<file path="config.mk">
export PLATFORM = sky130hd
export DESIGN_NAME = gf32_region_multiply_accumulate
export DESIGN_NICKNAME = d
export VERILOG_FILES = /design/src/hw/rtl/gf32_rmac_pkg.sv /design/src/hw/rtl/gf32_region_multiply_accumulate.sv /design/src/hw/rtl/gf32_rmac_reduce.sv
export SDC_FILE = /design/constraint.sdc
export NUM_CORES = 2
export LEC_CHECK = 0
export ABC_AREA = 1
export ABC_CLOCK_PERIOD_IN_PS = 7100
export BUFFER_PORTS_ARGS = -buffer_cell sky130_fd_sc_hd__buf_2
export CORE_MARGIN = 1.5
export CORE_UTILIZATION = 40
export CTS_CLUSTER_DIAMETER = 200
export DETAILED_ROUTE_END_ITERATION = 7
export SLEW_MARGIN = 25
export SYNTH_ARGS = -nofsm -noshare
export SYNTH_HDL_FRONTEND = slang
export SYNTH_SLANG_ARGS = --single-unit
</file>
<file path="constraint.sdc">
create_clock -name clk_i -period 7.1 [get_ports clk_i]
set_input_delay 1.065 -clock clk_i [delete_from_list [all_inputs] [get_ports clk_i]]
set_output_delay 1.065 -clock clk_i [all_outputs]
set_load 0.02 [all_outputs]
</file>
<file path="src/hw/rtl/gf32_rmac_pkg.sv">
// ----------------------------------------------------------------------------
// GF(2^32) region multiply-accumulate: shared package
// Field widths, register codes, reset values and pipeline item types.
// ----------------------------------------------------------------------------
`default_nettype none

package gf32_rmac_pkg;

  localparam int unsigned GfWordW = 32;
  localparam int unsigned GfHalfW = GfWordW / 2;
  localparam int unsigned GfPartW = GfWordW + GfHalfW - 1;
  localparam int unsigned GfProdW = 2 * GfWordW - 1;
  localparam int unsigned CfgIdxW = 2;

  localparam logic [GfWordW-1:0] MultiplierRst = 32'h0000_0001;
  localparam logic [GfWordW-1:0] PolyRst       = 32'h0040_0007;
  localparam logic               AccumRst      = 1'b0;

  typedef enum logic [CfgIdxW-1:0] {
    CFG_MULTIPLIER = 2'd0,
    CFG_POLY       = 2'd1,
    CFG_ACCUMULATE = 2'd2
  } rmac_cfg_e;

  typedef struct packed {
    logic [GfPartW-1:0] part_lo;
    logic [GfPartW-1:0] part_hi;
    logic [GfWordW-1:0] dest;
    logic               last;
  } rmac_mul_t;

  typedef struct packed {
    logic [GfProdW-1:0] prod;
    logic [GfWordW-1:0] dest;
    logic               last;
  } rmac_item_t;

endpackage

`default_nettype wire

</file>
<file path="src/hw/rtl/gf32_region_multiply_accumulate.sv">
// ----------------------------------------------------------------------------
// GF(2^32) region multiply-accumulate
// Multiplies each source word by a configured field element, reduces by
// the configured polynomial and optionally XORs into the destination word.
// ----------------------------------------------------------------------------
//   channel  direction  handshake                      payload
//   in       input      in_valid_i / in_ready_o        source_word, dest_word, last_in
//   out      output     out_valid_o / out_ready_i      result_word, last_out
//   cfg      input      cfg_we_i                       cfg_idx_i, cfg_data_i
//
// One transaction per cycle sustained while out_ready_i stays high; the path is a carry-less
// multiply stage, four reduction stages and an output register.
// Every stage holds its own valid bit; a stall at the output fills empty
// stages first and then backs up to in_ready_o.
// Reset clears valid bits and loads multiplier 1, polynomial 0x400007,
// replace mode.
// ----------------------------------------------------------------------------
`default_nettype none

module gf32_region_multiply_accumulate (
  input  wire logic                                 clk_i,
  input  wire logic                                 rst_ni,
  input  wire logic                                 cfg_we_i,
  input  wire logic [gf32_rmac_pkg::CfgIdxW-1:0]    cfg_idx_i,
  input  wire logic [gf32_rmac_pkg::GfWordW-1:0]    cfg_data_i,
  input  wire logic                                 in_valid_i,
  output logic                                      in_ready_o,
  input  wire logic [gf32_rmac_pkg::GfWordW-1:0]    source_word_i,
  input  wire logic [gf32_rmac_pkg::GfWordW-1:0]    dest_word_i,
  input  wire logic                                 last_in_i,
  output logic                                      out_valid_o,
  input  wire logic                                 out_ready_i,
  output logic [gf32_rmac_pkg::GfWordW-1:0]         result_word_o,
  output logic                                      last_out_o
);
  import gf32_rmac_pkg::*;

  localparam int unsigned NumRed = 4;

  logic [GfWordW-1:0] multiplier_q;
  logic [GfWordW-1:0] poly_q;
  logic               accum_q;

  always_ff @(posedge clk_i or negedge rst_ni) begin
    if (!rst_ni) begin
      multiplier_q <= MultiplierRst;
      poly_q       <= PolyRst;
      accum_q      <= AccumRst;
    end else if (cfg_we_i) begin
      unique case (cfg_idx_i)
        CFG_MULTIPLIER: multiplier_q <= cfg_data_i;
        CFG_POLY:       poly_q       <= cfg_data_i;
        CFG_ACCUMULATE: accum_q      <= cfg_data_i[0];
        default:        ;
      endcase
    end
  end

  // Carry-less multiply, split in two half products
  logic      mul_valid_q;
  logic      mul_ready;
  rmac_mul_t mul_q, mul_d;

  always_comb begin
    mul_d.part_lo = '0;
    mul_d.part_hi = '0;
    for (int k = 0; k < int'(GfHalfW); k++) begin
      if (multiplier_q[k]) begin
        mul_d.part_lo = mul_d.part_lo ^
          ({{(GfPartW-GfWordW){1'b0}}, source_word_i} << k);
      end
      if (multiplier_q[k + int'(GfHalfW)]) begin
        mul_d.part_hi = mul_d.part_hi ^
          ({{(GfPartW-GfWordW){1'b0}}, source_word_i} << k);
      end
    end
    mul_d.dest = dest_word_i;
    mul_d.last = last_in_i;
  end

  assign in_ready_o = !mul_valid_q || mul_ready;

  always_ff @(posedge clk_i or negedge rst_ni) begin
    if (!rst_ni) begin
      mul_valid_q <= 1'b0;
    end else if (in_ready_o) begin
      mul_valid_q <= in_valid_i;
    end
  end

  always_ff @(posedge clk_i) begin
    if (in_valid_i && in_ready_o) begin
      mul_q <= mul_d;
    end
  end

  // Combine halves and reduce
  rmac_item_t red_item [NumRed+1];
  logic       red_valid [NumRed+1];
  logic       red_ready [NumRed+1];

  assign red_item[0].prod = {{GfHalfW{1'b0}}, mul_q.part_lo} ^
                            {mul_q.part_hi, {GfHalfW{1'b0}}};
  assign red_item[0].dest = mul_q.dest;
  assign red_item[0].last = mul_q.last;
  assign red_valid[0]     = mul_valid_q;
  assign mul_ready        = red_ready[0];

  gf32_rmac_reduce #(.TOP_BIT(62), .STEPS(8)) u_red0 (
    .clk_i, .rst_ni, .poly_i(poly_q),
    .valid_i(red_valid[0]), .ready_o(red_ready[0]), .item_i(red_item[0]),
    .valid_o(red_valid[1]), .ready_i(red_ready[1]), .item_o(red_item[1])
  );

  gf32_rmac_reduce #(.TOP_BIT(54), .STEPS(8)) u_red1 (
    .clk_i, .rst_ni, .poly_i(poly_q),
    .valid_i(red_valid[1]), .ready_o(red_ready[1]), .item_i(red_item[1]),
    .valid_o(red_valid[2]), .ready_i(red_ready[2]), .item_o(red_item[2])
  );

  gf32_rmac_reduce #(.TOP_BIT(46), .STEPS(8)) u_red2 (
    .clk_i, .rst_ni, .poly_i(poly_q),
    .valid_i(red_valid[2]), .ready_o(red_ready[2]), .item_i(red_item[2]),
    .valid_o(red_valid[3]), .ready_i(red_ready[3]), .item_o(red_item[3])
  );

  gf32_rmac_reduce #(.TOP_BIT(38), .STEPS(7)) u_red3 (
    .clk_i, .rst_ni, .poly_i(poly_q),
    .valid_i(red_valid[3]), .ready_o(red_ready[3]), .item_i(red_item[3]),
    .valid_o(red_valid[4]), .ready_i(red_ready[4]), .item_o(red_item[4])
  );

  // Output register
  logic               out_valid_q;
  logic [GfWordW-1:0] result_q, result_d;
  logic               last_q;

  assign red_ready[NumRed] = !out_valid_q || out_ready_i;
  assign result_d = red_item[NumRed].prod[GfWordW-1:0] ^
                    (accum_q ? red_item[NumRed].dest : '0);

  always_ff @(posedge clk_i or negedge rst_ni) begin
    if (!rst_ni) begin
      out_valid_q <= 1'b0;
    end else if (red_ready[NumRed]) begin
      out_valid_q <= red_valid[NumRed];
    end
  end

  always_ff @(posedge clk_i) begin
    if (red_valid[NumRed] && red_ready[NumRed]) begin
      result_q <= result_d;
      last_q   <= red_item[NumRed].last;
    end
  end

  assign out_valid_o   = out_valid_q;
  assign result_word_o = result_q;
  assign last_out_o    = last_q;

  a_fully_reduced: assert property (@(posedge clk_i) disable iff (!rst_ni)
    red_valid[NumRed] |-> (red_item[NumRed].prod[GfProdW-1:GfWordW] == '0))
    else $error("product not fully reduced");

  a_backpressure_full: assert property (@(posedge clk_i) disable iff (!rst_ni)
    !in_ready_o |-> mul_valid_q && red_valid[1] && red_valid[2] &&
                    red_valid[3] && red_valid[NumRed] && out_valid_q && !out_ready_i)
    else $error("input stalled with an empty stage");

  a_full_stall: assert property (@(posedge clk_i) disable iff (!rst_ni)
    mul_valid_q && red_valid[1] && red_valid[2] && red_valid[3] &&
    red_valid[NumRed] && out_valid_q && !out_ready_i |-> !in_ready_o)
    else $error("input accepted into a full pipeline");

endmodule

`default_nettype wire

</file>
<file path="src/hw/rtl/gf32_rmac_reduce.sv">
// ----------------------------------------------------------------------------
// GF(2^32) reduction stage
// Clears a band of high product bits by folding in the field polynomial,
// one pipeline register with valid/ready.
// ----------------------------------------------------------------------------
`default_nettype none

module gf32_rmac_reduce #(
  parameter int unsigned TOP_BIT = 62,
  parameter int unsigned STEPS   = 8
) (
  input  wire logic                                     clk_i,
  input  wire logic                                     rst_ni,
  input  wire logic [gf32_rmac_pkg::GfWordW-1:0]        poly_i,
  input  wire logic                                     valid_i,
  output logic                                          ready_o,
  input  wire gf32_rmac_pkg::rmac_item_t                item_i,
  output logic                                          valid_o,
  input  wire logic                                     ready_i,
  output gf32_rmac_pkg::rmac_item_t                     item_o
);
  import gf32_rmac_pkg::*;

  logic       valid_q, valid_d;
  rmac_item_t item_q, item_d;

  always_comb begin
    item_d = item_i;
    for (int k = 0; k < int'(STEPS); k++) begin
      if (item_d.prod[int'(TOP_BIT) - k]) begin
        item_d.prod[int'(TOP_BIT) - k] = 1'b0;
        item_d.prod[int'(TOP_BIT) - k - 1 -: GfWordW] =
          item_d.prod[int'(TOP_BIT) - k - 1 -: GfWordW] ^ poly_i;
      end
    end
  end

  assign ready_o = !valid_q || ready_i;
  assign valid_d = ready_o ? valid_i : valid_q;

  always_ff @(posedge clk_i or negedge rst_ni) begin
    if (!rst_ni) begin
      valid_q <= 1'b0;
    end else begin
      valid_q <= valid_d;
    end
  end

  always_ff @(posedge clk_i) begin
    if (valid_i && ready_o) begin
      item_q <= item_d;
    end
  end

  assign valid_o = valid_q;
  assign item_o  = item_q;

  a_band_cleared: assert property (@(posedge clk_i) disable iff (!rst_ni)
    valid_q |-> (item_q.prod[TOP_BIT -: STEPS] == '0))
    else $error("reduced band not cleared");

  a_stall_holds: assert property (@(posedge clk_i) disable iff (!rst_ni)
    valid_q && !ready_i |=> valid_q && $stable(item_q))
    else $error("stalled stage lost its item");

endmodule

`default_nettype wire
</file>
==> results.txt <==
In the layout the commonest cells are 2674 x sky130_fd_sc_hd__nand2_1, 1002 x sky130_fd_sc_hd__xnor2_1, 589 x sky130_fd_sc_hd__xor2_1. In this run, synthesis produced a sequential element count of 536. Among cell families on the critical path, the largest total delay comes from simple AND/OR/NAND/NOR gates. The mean routed wirelength per cell came out at 17.5 um. Timing would allow up to between 150 and 200 MHz. The areal power density over the cells came out at 579 mW/mm^2. Across the routed clock network, the largest skew measured is about 0.033 ns. The count of buffers added by post-CTS timing repair for setup is 0. The number of primary I/O pins is approximately 140. The multi-input combinational cell area came out at 0.0289 sq mm. The global-route total usage across every layer is 23.1%. The first global-routing pass estimated between 200000 and 250000 um of wire. The number of resized instances in the post-cts repair step is 0. The number of distinct standard cells referenced by the synthesized netlist came out at 35. The number of clock sinks came out at 536. For this design, the CTS-stage hold fixing added 0 buffers. The count of flip-flops with a built-in enable after synthesis came out at approximately 470. The max capacitance violation total is 0. The H-tree depth reported by CTS came out at 2.

The later-pin clock latency in the skew report is ~0.66 ns. The commonest non-fill, non-tap cell in the layout is sky130_fd_sc_hd__nand2_1. Traced cell by cell, the critical path runs through nand3_2, nand2_4, nand3_1, nand2_2, nand3_2, nand2_4, nand2_2, nand2_4, nand2_4, nor2_2, nand2_2, nand2_4, nand3_1, nand2_2, nand3_1, nand2_2, inv_2, nand3_1, nand2_1. In this run the worst hold path is classified as in2async. The remaining global-route overflow is 0. The chip width came out at 351 um. The floorplan step set the die height to around 350 um.

After routing, the total negative slack on setup checks comes to 0 ns. The number of max-slew violations in the final report is 0. The count of cells in the finished layout, fillers not included, comes to between 8000 and 9000. The slew at the pin with the worst max-slew slack is a little under 1 ns.

After detailed routing, the number of vias per cell comes to approximately 5.0. The worst path setup slack after routing is roughly 0.92 ns. The standard cell with the maximum stage delay on the critical path is sky130_fd_sc_hd__dfrtp_2. The core region is 0.120 sq mm. The first detailed-routing pass ran for 6 iterations. The worst setup path is of the reg2reg kind.

The clock slew at the register clock pins of the worst setup and hold paths is ~0.06 ns. For this run, the leading register cell type out of synthesis is sky130_fd_sc_hd__edfxtp_1. Summing the sequential cell areas from Yosys gives between 30 and 40% of the chip area. The detailed router put a total of around 63000 um of wire on met1.

The number of clock buffers inserted by TritonCTS is 60. The number of instances in the synthesized netlist came out at 6673. The final setup violation count came out at 0. Counting flops with an async set or reset pin after synthesis yields a share of between 10% and 20%. The final design area excluding fillers is about 0.052 sq mm. In this run the tightest slew margin relative to its limit is between 30% and 40%.

The synthesized design spends more area on one cell type than any other, namely sky130_fd_sc_hd__edfxtp_1. The period utilization came out at 87.0%. The static leakage power came out at around 22 nW. The net count after synthesis is a little under 7000. The length of routed met3 wiring is about 8900 um. The number of buffers on the longest clock path came out at 3. The number of antenna cells inserted came out at 0.

Entering global routing, the biggest net connects approximately 130 pins. The maximum resistive drop on vdd came out at approximately 0.40 mV. The routed design uses around 67000 um of met2 wire. The total chip power came out at ~30 mW. The minimum period implied by the final worst setup slack is around 6.2 ns.

The portion of synthesized cell area occupied by the leading cell type is 28.8%. For the worst setup path, the data required time is ~7.5 ns. Together, buffers and inverters on the worst path number 1.

The final number of hold-violating endpoints came out at 0. Of all nets on the critical path, the largest fanout is just over 60. The vias after detailed routing is between 40000 and 50000. The worst slack after detailed placement is between 0.9 and 1 ns.

During placement, the flow inserted port buffers numbering 138. The number of cells in the design after placement is 8046. The final layout contains 6601 nets. The count of standard-cell rows is between 100 and 150.

Compared with the post-synthesis result, the final layout area differs by 7.42%. The die covers between 0.1 and 0.15 sq mm. The tree is rooted in a sky130_fd_sc_hd__clkbuf_16. STA classifies the critical path endpoint as a flop. The via count of the first global-routing pass is 39200. The startpoint class of the critical path is a flop. In this run the cell area of the synthesized design comes to ~0.048 sq mm. The flow ran to the end, and the final reports show no timing, DRC or antenna violations. The highest cell delay on the worst timing path is approximately 0.84 ns.

The post-detailed-routing wire length came out at between 100000 and 150000 um. In the final layout, flip-flops and latches occupy 0.0158 sq mm. For the worst setup path, the data arrival time is ~6.6 ns. The average footprint of a synthesized cell came out at ~7.3 sq um. The number of antenna violations at the first check in global routing is 3. The half-perimeter wire length after detailed placement came out at around 93000 um. The topmost layer with routed signal wires is met4.

The filler cells instantiated in the layout total 11900. The post-detailed-route count of antenna-violating nets is 0. For this run, the share of the core covered by cells in the final layout is about 43%.

The number of DRC markers after the initial detailed-route iteration came out at 3433. Ranked by total cell area, the synthesized netlist is headed by sky130_fd_sc_hd__edfxtp_1 29%, sky130_fd_sc_hd__nand2_1 21%, sky130_fd_sc_hd__xnor2_1 18%. The CTS tree is done. The area after detailed placement came out at between 0.04 and 0.05 sq mm.

The initial standard-cell utilization of the core is roughly two fifths. The remaining design rule violation count came out at 0. The share of layout cells above drive strength 1 is about 6.8%.

The worst hold margin is between 0.3 and 0.4 ns. Setup repair after global routing left no endpoint under its margin. The count of warnings emitted by yosys came out at 0. Routability-driven placement finished with a final weighted congestion of between 0.8 and 0.9.
[sequential cells by signal, indices dropped and copies added, names as in the netlist, 32 cells and up]
signal	count
mul_q	127
multiplier_q	32
poly_q	32
result_word_o	32
u_red0.item_o	88
u_red1.item_o	80
u_red2.item_o	72
u_red3.item_o	65
[report_power, final]
| part | total (mW) | leakage (nW) | switching, mW | internal [mW] |
|---|---|---|---|---|
| combinational | 20.5 | 15.2 | 13.0 | 7.53 |
| sequential | 6.17 | 5.38 | 0.661 | 5.51 |
| clock | 3.45 | 1.06 | 1.39 | 2.06 |
| total | 30.1 | 21.7 | 15.0 | 15.1 |
[cells in the mapped netlist (5+ instances only)]
cell type	instances
sky130_fd_sc_hd__buf_1	95
sky130_fd_sc_hd__buf_2	93
sky130_fd_sc_hd__buf_4	27
sky130_fd_sc_hd__buf_6	17
sky130_fd_sc_hd__clkbuf_1	239
sky130_fd_sc_hd__dfrtp_1	66
sky130_fd_sc_hd__dfstp_2	5
sky130_fd_sc_hd__edfxtp_1	465
sky130_fd_sc_hd__inv_1	437
sky130_fd_sc_hd__inv_2	11
sky130_fd_sc_hd__nand2_1	2674
sky130_fd_sc_hd__nand2_2	21
sky130_fd_sc_hd__nand2_4	10
sky130_fd_sc_hd__nand3_1	487
sky130_fd_sc_hd__nand3_2	7
sky130_fd_sc_hd__nand3b_1	7
sky130_fd_sc_hd__nand4_1	32
sky130_fd_sc_hd__nor2_1	205
sky130_fd_sc_hd__nor2_2	25
sky130_fd_sc_hd__o21ai_0	108
sky130_fd_sc_hd__o21ai_1	12
sky130_fd_sc_hd__o21bai_1	8
sky130_fd_sc_hd__xnor2_1	1002
sky130_fd_sc_hd__xnor2_2	5
sky130_fd_sc_hd__xor2_1	589
[cell type report]
cell class / instances / share of cell area (%)
Tap cell: 1612 / 3.88
Multi-Input combinational cell: 5215 / 55.6
Timing Repair Buffer: 233 / 2.75
Clock inverter: 33 / 0.919
Clock buffer: 79 / 3.32
Sequential cell: 536 / 30.3
Inverter: 451 / 3.26
[path summary, 6_finish.rpt]
check,startpoint,end,slack [ns],depth (start not counted)
max reg2reg,poly_q[31],u_red0.item_o[82],0.92,19
min reg2reg,u_red2.item_o[0],u_red3.item_o[0],0.41,0
max,poly_q[31],u_red0.item_o[82],0.92,19
min in group clk_i,u_red2.item_o[0],u_red3.item_o[0],0.41,0
min,rst_ni,out_valid_o,0.36,1
max in group asynchronous,rst_ni,multiplier_q[23],5.57,2
[per-layer routing]
| metal | GRT usage (%) | vias up |
|---|---|---|
| li1 | - | 20000 |
| met1 | 30.5 | 19300 |
| met2 | 39.1 | 1405 |
| met3 | 2.29 | 269 |
| met4 | 8.06 | 0 |
| met5 | 0 | - |
[kinds of logic (layout without fill, tap and decap cells)]
group | after synthesis | in the layout | synth area share [%]
flops | 536 | 536 | 32.5
xor+xnor | 1598 | 1598 | 29.0
simple gates | 3482 | 3482 | 29.1
compound gates | 135 | 135 | 1.47
buf+inv | 922 | 796 | 7.86
Note: power is estimated with default switching activity, not from simulation.
